--- config.mk ---
export PLATFORM = sky130hd
export DESIGN_NAME = ir_pulse_width_frame_sender
export DESIGN_NICKNAME = d
export VERILOG_FILES = /design/src/rtl/irpw_pkg.sv /design/src/rtl/ir_pulse_width_frame_sender.sv /design/src/rtl/irpw_front.sv /design/src/rtl/irpw_queue.sv /design/src/rtl/irpw_back.sv
export VERILOG_INCLUDE_DIRS = /design/src /design/src/rtl
export SDC_FILE = /design/constraint.sdc
export NUM_CORES = 1
export LEC_CHECK = 0
export BUFFER_PORTS_ARGS = -buffer_cell sky130_fd_sc_hd__buf_2
export CORE_MARGIN = 2
export CORE_UTILIZATION = 50
export DETAILED_ROUTE_END_ITERATION = 7
export PLACE_DENSITY = 0.77
export SLEW_MARGIN = 20
export SYNTH_ARGS = -nofsm -noshare
export SYNTH_HDL_FRONTEND = slang
export SYNTH_SLANG_ARGS = --single-unit
--- constraint.sdc ---
create_clock -name aclk -period 6.1 [get_ports aclk]
set_input_delay 0.61 -clock aclk [delete_from_list [all_inputs] [get_ports aclk]]
set_output_delay 0.61 -clock aclk [all_outputs]
set_load 0.01 [all_outputs]
--- src/rtl/assert_macros.svh ---
// Assertion macros shared by the RTL.
// Define NO_ASSERTIONS to compile them out.
`ifndef ASSERT_MACROS_SVH
`define ASSERT_MACROS_SVH

`ifndef NO_ASSERTIONS

// Property must hold at every clock edge outside reset.
`define ASSERT_PROP(lbl, clk, rstn, prop, msg) \
    lbl: assert property (@(posedge clk) disable iff (!rstn) prop) else $error(msg);

// Expression must never be true outside reset.
`define ASSERT_NEVER(lbl, clk, rstn, expr, msg) \
    lbl: assert property (@(posedge clk) disable iff (!rstn) !(expr)) else $error(msg);

`else

`define ASSERT_PROP(lbl, clk, rstn, prop, msg)
`define ASSERT_NEVER(lbl, clk, rstn, expr, msg)

`endif

`endif

--- src/rtl/irpw_pkg.sv ---
package irpw_pkg;

    localparam int MAX_PAYLOAD   = 32;
    localparam int BITS_PER_BYTE = 8;
    localparam int MAX_TRAILER   = 4;

    localparam int POS_W     = 6;
    localparam int SUM_W     = 13;
    localparam int TLEN_W    = 3;
    localparam int CFG_IDX_W = 2;
    localparam int CFG_W     = 6;
    localparam int DUR_W     = 3;

    // Start mark (two segments) plus two segments per bit.
    localparam int SEGS_PER_BYTE = 2 + 2 * BITS_PER_BYTE;
    localparam int SEG_W         = $clog2(SEGS_PER_BYTE);

    // Checksum split: x / 100 == (x * 5243) >> 19 for every 13-bit x.
    localparam int CHECK_DIVISOR = 100;
    localparam int RECIP_100     = 5243;
    localparam int RECIP_SHIFT   = 19;
    localparam int PROD_W        = 2 * SUM_W;
    localparam int QUOT_W        = 7;

    localparam logic [POS_W-1:0]  PLEN_RESET = POS_W'(18);
    localparam logic [TLEN_W-1:0] TLEN_RESET = TLEN_W'(2);

    // Register indexes on the configuration port.
    localparam logic [CFG_IDX_W-1:0] CFG_IDX_PAYLOAD = CFG_IDX_W'(0);
    localparam logic [CFG_IDX_W-1:0] CFG_IDX_TRAILER = CFG_IDX_W'(1);

    // Opcodes.
    localparam logic OP_FRAME  = 1'b0;
    localparam logic OP_SINGLE = 1'b1;

    // Segment durations in 0.6 ms units.
    localparam logic [DUR_W-1:0] DUR_MARK  = DUR_W'(4);
    localparam logic [DUR_W-1:0] DUR_SHORT = DUR_W'(1);
    localparam logic [DUR_W-1:0] DUR_LONG  = DUR_W'(2);

    localparam int Q_DEPTH = 2;
    localparam int Q_PTR_W = $clog2(Q_DEPTH);
    localparam int Q_CNT_W = $clog2(Q_DEPTH + 1);

    typedef struct packed {
        logic                     opcode;
        logic [BITS_PER_BYTE-1:0] data_byte;
    } in_item_t;

    typedef struct packed {
        logic             led_on;
        logic [DUR_W-1:0] duration_units;
        logic             frame_end;
        logic             last;
    } out_item_t;

    // One classified byte handed from the front to the back.
    typedef struct packed {
        logic [BITS_PER_BYTE-1:0] data_byte;
        logic                     has_check;
        logic [SUM_W-1:0]         sum;
        logic                     ends;
    } job_t;

    typedef struct packed {
        logic valid;
        logic full;
    } q_status_t;

endpackage

--- src/rtl/ir_pulse_width_frame_sender.sv ---
// Throughput: one segment per cycle while a byte is being sent and m_ready holds.
// Each byte is a start mark and two segments per bit; a payload-closing byte is sent as
// data, quotient and remainder bytes.
// A two-entry queue lets further bytes be accepted while earlier ones are still being sent.
// Reset (aresetn low, synchronous): frame position, checksum, queue and output cleared;
// payload_length returns to 18 and trailer_length to 2.
module ir_pulse_width_frame_sender
    import irpw_pkg::*;
(
    input  logic                 aclk,
    input  logic                 aresetn,
    input  logic                 cfg_we,
    input  logic [CFG_IDX_W-1:0] cfg_index,
    input  logic [CFG_W-1:0]     cfg_wdata,
    input  logic                 s_valid,
    output logic                 s_ready,
    input  in_item_t             s_data,
    output logic                 m_valid,
    input  logic                 m_ready,
    output out_item_t            m_data
);

    q_status_t q_stat;
    logic      q_push;
    logic      q_pop;
    job_t      push_job;
    job_t      pop_job;

    irpw_front u_front (
        .aclk      (aclk),
        .aresetn   (aresetn),
        .cfg_we    (cfg_we),
        .cfg_index (cfg_index),
        .cfg_wdata (cfg_wdata),
        .s_valid   (s_valid),
        .s_ready   (s_ready),
        .s_data    (s_data),
        .q_stat    (q_stat),
        .q_push    (q_push),
        .q_job     (push_job)
    );

    irpw_queue u_queue (
        .aclk     (aclk),
        .aresetn  (aresetn),
        .push     (q_push),
        .push_job (push_job),
        .pop      (q_pop),
        .pop_job  (pop_job),
        .stat     (q_stat)
    );

    irpw_back u_back (
        .aclk    (aclk),
        .aresetn (aresetn),
        .q_stat  (q_stat),
        .q_job   (pop_job),
        .q_pop   (q_pop),
        .m_valid (m_valid),
        .m_ready (m_ready),
        .m_data  (m_data)
    );

endmodule

--- src/rtl/irpw_front.sv ---
module irpw_front
    import irpw_pkg::*;
(
    input  logic                 aclk,
    input  logic                 aresetn,
    input  logic                 cfg_we,
    input  logic [CFG_IDX_W-1:0] cfg_index,
    input  logic [CFG_W-1:0]     cfg_wdata,
    input  logic                 s_valid,
    output logic                 s_ready,
    input  in_item_t             s_data,
    input  q_status_t            q_stat,
    output logic                 q_push,
    output job_t                 q_job
);

    logic [POS_W-1:0]  plen_reg;
    logic [TLEN_W-1:0] tlen_reg;
    logic [POS_W-1:0]  pos_reg, pos_next;
    logic [SUM_W-1:0]  sum_reg, sum_next;

    logic [POS_W-1:0]  plen_eff;
    logic [TLEN_W-1:0] tlen_eff;
    logic [POS_W-1:0]  pos_inc;
    logic [SUM_W-1:0]  sum_base;
    logic              accept;

    assign s_ready = !q_stat.full;
    assign accept  = s_valid && s_ready;
    assign q_push  = accept;

    always_comb begin
        if (plen_reg == '0) begin
            plen_eff = POS_W'(1);
        end else if (plen_reg > POS_W'(MAX_PAYLOAD)) begin
            plen_eff = POS_W'(MAX_PAYLOAD);
        end else begin
            plen_eff = plen_reg;
        end
        tlen_eff = (tlen_reg > TLEN_W'(MAX_TRAILER)) ? TLEN_W'(MAX_TRAILER) : tlen_reg;
    end

    // Classify the transaction and work out the frame state it leaves.
    always_comb begin
        pos_inc           = pos_reg + POS_W'(1);
        sum_base          = (pos_reg == '0) ? '0 : sum_reg;
        pos_next          = pos_reg;
        sum_next          = sum_reg;
        q_job.data_byte   = s_data.data_byte;
        q_job.has_check   = 1'b0;
        q_job.sum         = sum_reg;
        q_job.ends        = 1'b0;
        if (s_data.opcode == OP_SINGLE) begin
            q_job.ends = 1'b1;
        end else if (pos_reg < plen_eff) begin
            sum_next  = sum_base + SUM_W'(s_data.data_byte);
            q_job.sum = sum_next;
            pos_next  = pos_inc;
            if (pos_inc >= plen_eff) begin
                q_job.has_check = 1'b1;
                if (tlen_eff == '0) begin
                    q_job.ends = 1'b1;
                    pos_next   = '0;
                end
            end
        end else begin
            if ({1'b0, pos_reg} + (POS_W+1)'(1) >=
                {1'b0, plen_eff} + (POS_W+1)'(tlen_eff)) begin
                q_job.ends = 1'b1;
                pos_next   = '0;
            end else begin
                pos_next = pos_inc;
            end
        end
    end

    always_ff @(posedge aclk) begin
        if (!aresetn) begin
            plen_reg <= PLEN_RESET;
            tlen_reg <= TLEN_RESET;
            pos_reg  <= '0;
            sum_reg  <= '0;
        end else begin
            if (cfg_we) begin
                unique case (cfg_index)
                    CFG_IDX_PAYLOAD: plen_reg <= cfg_wdata;
                    CFG_IDX_TRAILER: tlen_reg <= cfg_wdata[TLEN_W-1:0];
                    default: ;
                endcase
            end
            if (accept) begin
                pos_reg <= pos_next;
                sum_reg <= sum_next;
            end
        end
    end

endmodule

--- src/rtl/irpw_queue.sv ---
`include "assert_macros.svh"

module irpw_queue
    import irpw_pkg::*;
(
    input  logic      aclk,
    input  logic      aresetn,
    input  logic      push,
    input  job_t      push_job,
    input  logic      pop,
    output job_t      pop_job,
    output q_status_t stat
);

    job_t               entry_reg [Q_DEPTH];
    logic [Q_PTR_W-1:0] wr_ptr_reg;
    logic [Q_PTR_W-1:0] rd_ptr_reg;
    logic [Q_CNT_W-1:0] cnt_reg;

    assign stat.valid = (cnt_reg != '0);
    assign stat.full  = (cnt_reg == Q_CNT_W'(Q_DEPTH));
    assign pop_job    = entry_reg[rd_ptr_reg];

    always_ff @(posedge aclk) begin
        if (push) begin
            entry_reg[wr_ptr_reg] <= push_job;
        end
    end

    always_ff @(posedge aclk) begin
        if (!aresetn) begin
            wr_ptr_reg <= '0;
            rd_ptr_reg <= '0;
            cnt_reg    <= '0;
        end else begin
            if (push) begin
                wr_ptr_reg <= wr_ptr_reg + Q_PTR_W'(1);
            end
            if (pop) begin
                rd_ptr_reg <= rd_ptr_reg + Q_PTR_W'(1);
            end
            if (push && !pop) begin
                cnt_reg <= cnt_reg + Q_CNT_W'(1);
            end else if (pop && !push) begin
                cnt_reg <= cnt_reg - Q_CNT_W'(1);
            end
        end
    end

    `ASSERT_PROP(a_push_not_full, aclk, aresetn, push |-> !stat.full, "push into full queue")
    `ASSERT_PROP(a_pop_not_empty, aclk, aresetn, pop |-> stat.valid, "pop from empty queue")

endmodule

--- src/rtl/irpw_back.sv ---
`include "assert_macros.svh"

module irpw_back
    import irpw_pkg::*;
(
    input  logic      aclk,
    input  logic      aresetn,
    input  q_status_t q_stat,
    input  job_t      q_job,
    output logic      q_pop,
    output logic      m_valid,
    input  logic      m_ready,
    output out_item_t m_data
);

    typedef enum logic [3:0] {
        ST_IDLE = 4'b0001,
        ST_DATA = 4'b0010,
        ST_QUOT = 4'b0100,
        ST_REM  = 4'b1000
    } byte_state_t;

    byte_state_t              state_reg;
    job_t                     job_reg;
    logic [SEG_W-1:0]         seg_reg;
    logic [BITS_PER_BYTE-1:0] shift_reg;
    logic [PROD_W-1:0]        prod_reg;
    logic [QUOT_W-1:0]        quot_reg;
    logic [QUOT_W-1:0]        rem_reg;
    logic                     m_valid_reg;
    out_item_t                m_data_reg;

    logic             out_adv;
    logic             busy;
    logic             seg_last;
    logic             final_byte;
    logic             emit;
    logic [SUM_W-1:0] rem_full;
    out_item_t        seg;

    assign out_adv    = !m_valid_reg || m_ready;
    assign busy       = (state_reg != ST_IDLE);
    assign seg_last   = (seg_reg == SEG_W'(SEGS_PER_BYTE - 1));
    assign final_byte = ((state_reg == ST_DATA) && !job_reg.has_check) || (state_reg == ST_REM);
    assign emit       = busy && out_adv;
    assign q_pop      = q_stat.valid && (!busy || (emit && seg_last && final_byte));

    // Segment for the current position in the byte: start mark, then mark/space per bit.
    always_comb begin
        seg.last      = seg_last && final_byte;
        seg.frame_end = seg_last && final_byte && job_reg.ends;
        if (seg_reg == SEG_W'(0)) begin
            seg.led_on         = 1'b1;
            seg.duration_units = DUR_MARK;
        end else if (seg_reg == SEG_W'(1)) begin
            seg.led_on         = 1'b0;
            seg.duration_units = DUR_SHORT;
        end else if (!seg_reg[0]) begin
            seg.led_on         = 1'b1;
            seg.duration_units = shift_reg[BITS_PER_BYTE-1] ? DUR_LONG : DUR_SHORT;
        end else begin
            seg.led_on         = 1'b0;
            seg.duration_units = shift_reg[BITS_PER_BYTE-1] ? DUR_SHORT : DUR_LONG;
        end
    end

    // Checksum split, settled long before the data byte finishes.
    assign rem_full = job_reg.sum - SUM_W'(quot_reg) * SUM_W'(CHECK_DIVISOR);

    always_ff @(posedge aclk) begin
        prod_reg <= PROD_W'(job_reg.sum) * PROD_W'(RECIP_100);
        quot_reg <= prod_reg[RECIP_SHIFT +: QUOT_W];
        rem_reg  <= rem_full[QUOT_W-1:0];
    end

    always_ff @(posedge aclk) begin
        if (q_pop) begin
            job_reg   <= q_job;
            shift_reg <= q_job.data_byte;
        end else if (emit) begin
            if (seg_last) begin
                if (state_reg == ST_DATA) begin
                    shift_reg <= BITS_PER_BYTE'(quot_reg);
                end else begin
                    shift_reg <= BITS_PER_BYTE'(rem_reg);
                end
            end else if (seg_reg[0] && seg_reg != SEG_W'(1)) begin
                // advance to the next bit after its space
                shift_reg <= {shift_reg[BITS_PER_BYTE-2:0], 1'b0};
            end
        end
        if (emit) begin
            m_data_reg <= seg;
        end
    end

    always_ff @(posedge aclk) begin
        if (!aresetn) begin
            state_reg   <= ST_IDLE;
            seg_reg     <= '0;
            m_valid_reg <= 1'b0;
        end else begin
            if (emit) begin
                m_valid_reg <= 1'b1;
            end else if (m_ready) begin
                m_valid_reg <= 1'b0;
            end
            if (q_pop) begin
                state_reg <= ST_DATA;
                seg_reg   <= '0;
            end else if (emit) begin
                if (seg_last) begin
                    seg_reg <= '0;
                    unique case (state_reg)
                        ST_DATA: state_reg <= job_reg.has_check ? ST_QUOT : ST_IDLE;
                        ST_QUOT: state_reg <= ST_REM;
                        ST_REM:  state_reg <= ST_IDLE;
                        default: state_reg <= ST_IDLE;
                    endcase
                end else begin
                    seg_reg <= seg_reg + SEG_W'(1);
                end
            end
        end
    end

    assign m_valid = m_valid_reg;
    assign m_data  = m_data_reg;

    `ASSERT_PROP(a_end_is_last, aclk, aresetn, (m_valid_reg && m_data_reg.frame_end) |-> m_data_reg.last, "frame end without last")
    `ASSERT_PROP(a_dur_range, aclk, aresetn, m_valid_reg |-> (m_data_reg.duration_units != '0 && m_data_reg.duration_units <= DUR_MARK), "bad segment duration")
    `ASSERT_NEVER(a_seg_range, aclk, aresetn, seg_reg > SEG_W'(SEGS_PER_BYTE - 1), "segment index past end of byte")

endmodule
==> results.sh <==
export IMPL_outcome="finished, final reports clean"
export IMPL_slowest_delay_ns=0.62
export IMPL_cts_setup_buffers=0
export IMPL_path_cells="fa_1 -> ha_1 -> inv_1 -> fa_1 -> inv_1 -> fa_1 -> inv_1 -> fa_1 -> inv_1 -> ha_1 -> a211oi_1 -> o21bai_1 -> a21o_1 -> a221oi_1 -> o21ai_0 -> xor2_1"
export IMPL_dp_slack_ns=1.26
export IMPL_fin_area_um2=10700
export IMPL_cts_buffer_depth=2
export IMPL_place_area_um2=10100
export IMPL_viasPerCell=5.44
export IMPL_place_port_buffers=29
export IMPL_worstPathRequired_ns=6.40
export IMPL_cts_tree="built"
export IMPL_cp_max_fo=7
export IMPL_vias=6568
export IMPL_synthFlopType="edfxtp_1"
export IMPL_layout_common_cells="133 x ha_1, 123 x inv_1, 75 x edfxtp_1, 63 x dfxtp_1, 61 x nand2_1"
export IMPL_synth_cells=907
export IMPL_ctsResizeCount=0
export IMPL_drtAntennaViolNets=0
export IMPL_slew_headroom=0.400
export IMPL_cts_made_buffers=17
export IMPL_dp_final_hpwl_um=14800
export IMPL_synth_area_per_cell_um2=10.7
export IMPL_rsz0062_at_grt="false"
export IMPL_fin_crit_ns=4.88
export IMPL_cts_hold_buf=0
export IMPL_reg2reg_slack_ns=1.22
export IMPL_critPathCapture="u_back.prod_reg[23]$_DFF_P_"
export IMPL_seq_area_frac_synth=0.365
export IMPL_ff2ff_path_depth=16
export IMPL_drv_cap=0
export IMPL_worstMarginPinSlew_ns=0.896
export IMPL_die_y_um=143
export IMPL_synth_top_area_frac=0.233
export IMPL_wl_um=19700
export IMPL_ys_ff_latch=139
export IMPL_rows=50
export IMPL_fin_tns_setup_ns=0
export IMPL_dieWidth_um=143
export IMPL_r2r_start="u_back.job_reg[11]$_DFFE_PP_"
export IMPL_gr_total_overflow=0
export IMPL_clk_latency_ns=0.42
export IMPL_grt_max_degree=27
export IMPL_drc=0
export IMPL_finClkSkew_ns=0.0161
export IMPL_core_area_um2=18800
export IMPL_synth_cell_types=66
export IMPL_max_freq_mhz=205
export IMPL_root_buffer="clkbuf_16"
export IMPL_area_delta_synth_final_pct=10.7
export IMPL_synthArstFlopShare=0
export IMPL_insertedDiodeCount=0
export IMPL_worst_slack_ns=1.22
export IMPL_reg2reg_to="u_back.prod_reg[23]$_DFF_P_"
export IMPL_antenna_found_initial=0
export IMPL_grt_pass1_vias=6629
export IMPL_crit_slowest_cell="edfxtp_1"
export IMPL_wire_per_inst_um=16.3
export IMPL_end_kind="flip-flop"
export IMPL_htree_levels=4
export IMPL_drt_pass1_iter_count=5
export IMPL_synth_edf_count=75
export IMPL_grt_pass1_wl_um=32300
export IMPL_cp_start_kind="flip-flop"
export IMPL_path_clk_slew_ns=0.06
export IMPL_hold_viol=0
export IMPL_slew_violations=0
export IMPL_largest_reg_flops=46
export IMPL_ios=30
export IMPL_cp_startpoint="u_back.job_reg[11]$_DFFE_PP_"
export IMPL_synth_area_top_cells="edfxtp_1 23%, ha_1 17%, dfxtp_1 13%"
export IMPL_drive_above_1_share=0.0982
export IMPL_nets=1149
export IMPL_path_class="reg -> reg"
export IMPL_track_usage=0.203
export IMPL_numClockSinks=139
export IMPL_globalplace_congestion=0.890
export IMPL_syn_nets=1122
export IMPL_synth_area_um2=9680
export IMPL_dieArea_um2=20500
export IMPL_ys_warn_count=0
export IMPL_hold_class="reg -> reg"
export IMPL_drtIter0Drc=454
export IMPL_utilization=0.569
export IMPL_cp_data_arrival_time_ns=5.17
export IMPL_initial_core_util=0.514
export IMPL_post_route_period_util=0.800
export IMPL_yosys_area_top_type="edfxtp_1"
export IMPL_setup_violations=0
export IMPL_layout_commonest_cell="ha_1"
area by class of cell:
class,instances,area [um2]
fillers,1509,8120
multi-input cells,623,5610
flip-flops and latches,139,3530
clock buffers,25,561
inverters,123,462
well taps,260,325
repair buffers,30,153
clock inverters,7,61.3
synth_stat cells, drive strengths merged, types with 3 or more instances:
library cell  count
nand3            24
o211ai           16
o31ai             3
and3              6
dfxtp            64
a41o              3
o21ai            35
ha              133
nand2            62
a211oi            8
o21a              7
inv             123
or2               6
nor2             44
a21o             12
mux2i            23
nor4              5
o2111ai           4
nor3b             3
a21oi            36
xor2             16
nand2b            6
nand4             7
o22ai             5
fa               60
a31oi             5
clkbuf           12
edfxtp           75
buf              10
nand3b            4
mux2             17
and2             11
or3               3
xnor2            18
nor3             11
nor2b             5
how the worst min path moves through the flow:
stage                                            from                         end  slack [ns]  cells after the start
after floorplan           u_back.prod_reg[19]$_DFF_P_  u_back.quot_reg[0]$_DFF_P_        0.31                      0
after CTS                 u_back.prod_reg[21]$_DFF_P_  u_back.quot_reg[2]$_DFF_P_        0.33                      0
final                     u_back.prod_reg[21]$_DFF_P_  u_back.quot_reg[2]$_DFF_P_        0.33                      0
after detailed placement  u_back.prod_reg[21]$_DFF_P_  u_back.quot_reg[2]$_DFF_P_        0.31                      0
after global placement    u_back.prod_reg[21]$_DFF_P_  u_back.quot_reg[2]$_DFF_P_        0.31                      0
after global routing      u_back.prod_reg[21]$_DFF_P_  u_back.quot_reg[2]$_DFF_P_        0.33                      0
critical path: cells and delay by family (launching register included):
kind,cells,cell delay [ns]
AOI/OAI and AO/OA,5,1.11
xor gates and xnor gates,1,0.15
adders and majority gates,6,2.68
buffers and inverters,4,0.22
DFF,1,0.62
through the flow:
stage          cells  hold WS [ns]
2_1_floorplan    907         0.310
3_3_place_gp    1175         0.314
3_5_place_dp    1175         0.313
4_1_cts         1207         0.326
5_1_grt         1207         0.331
6_report        1207         0.326
metal layers:
metal,part of all wire,GRT usage,vias up
met1,0.44,0.259,3162
met3,0.036,0.0386,35
li1,-,-,3227
met4,0.021,0.0651,0
met2,0.50,0.350,144
met5,0,0,-
cell families (layout without fill, tap and decap cells):
logic type	count (synthesis)	count (layout)	synth area share
buf+inv	145	185	0.0574
xor+xnor	34	34	0.0308
fa+ha+maj	193	193	0.296
compound gates	152	152	0.104
flops	139	139	0.365
simple gates	203	203	0.103
other cells	1	1	0.000387
mux	40	40	0.0436
Power is not shown: default switching activity piles up to over one toggle a cycle in this logic, so the estimate is an artifact.
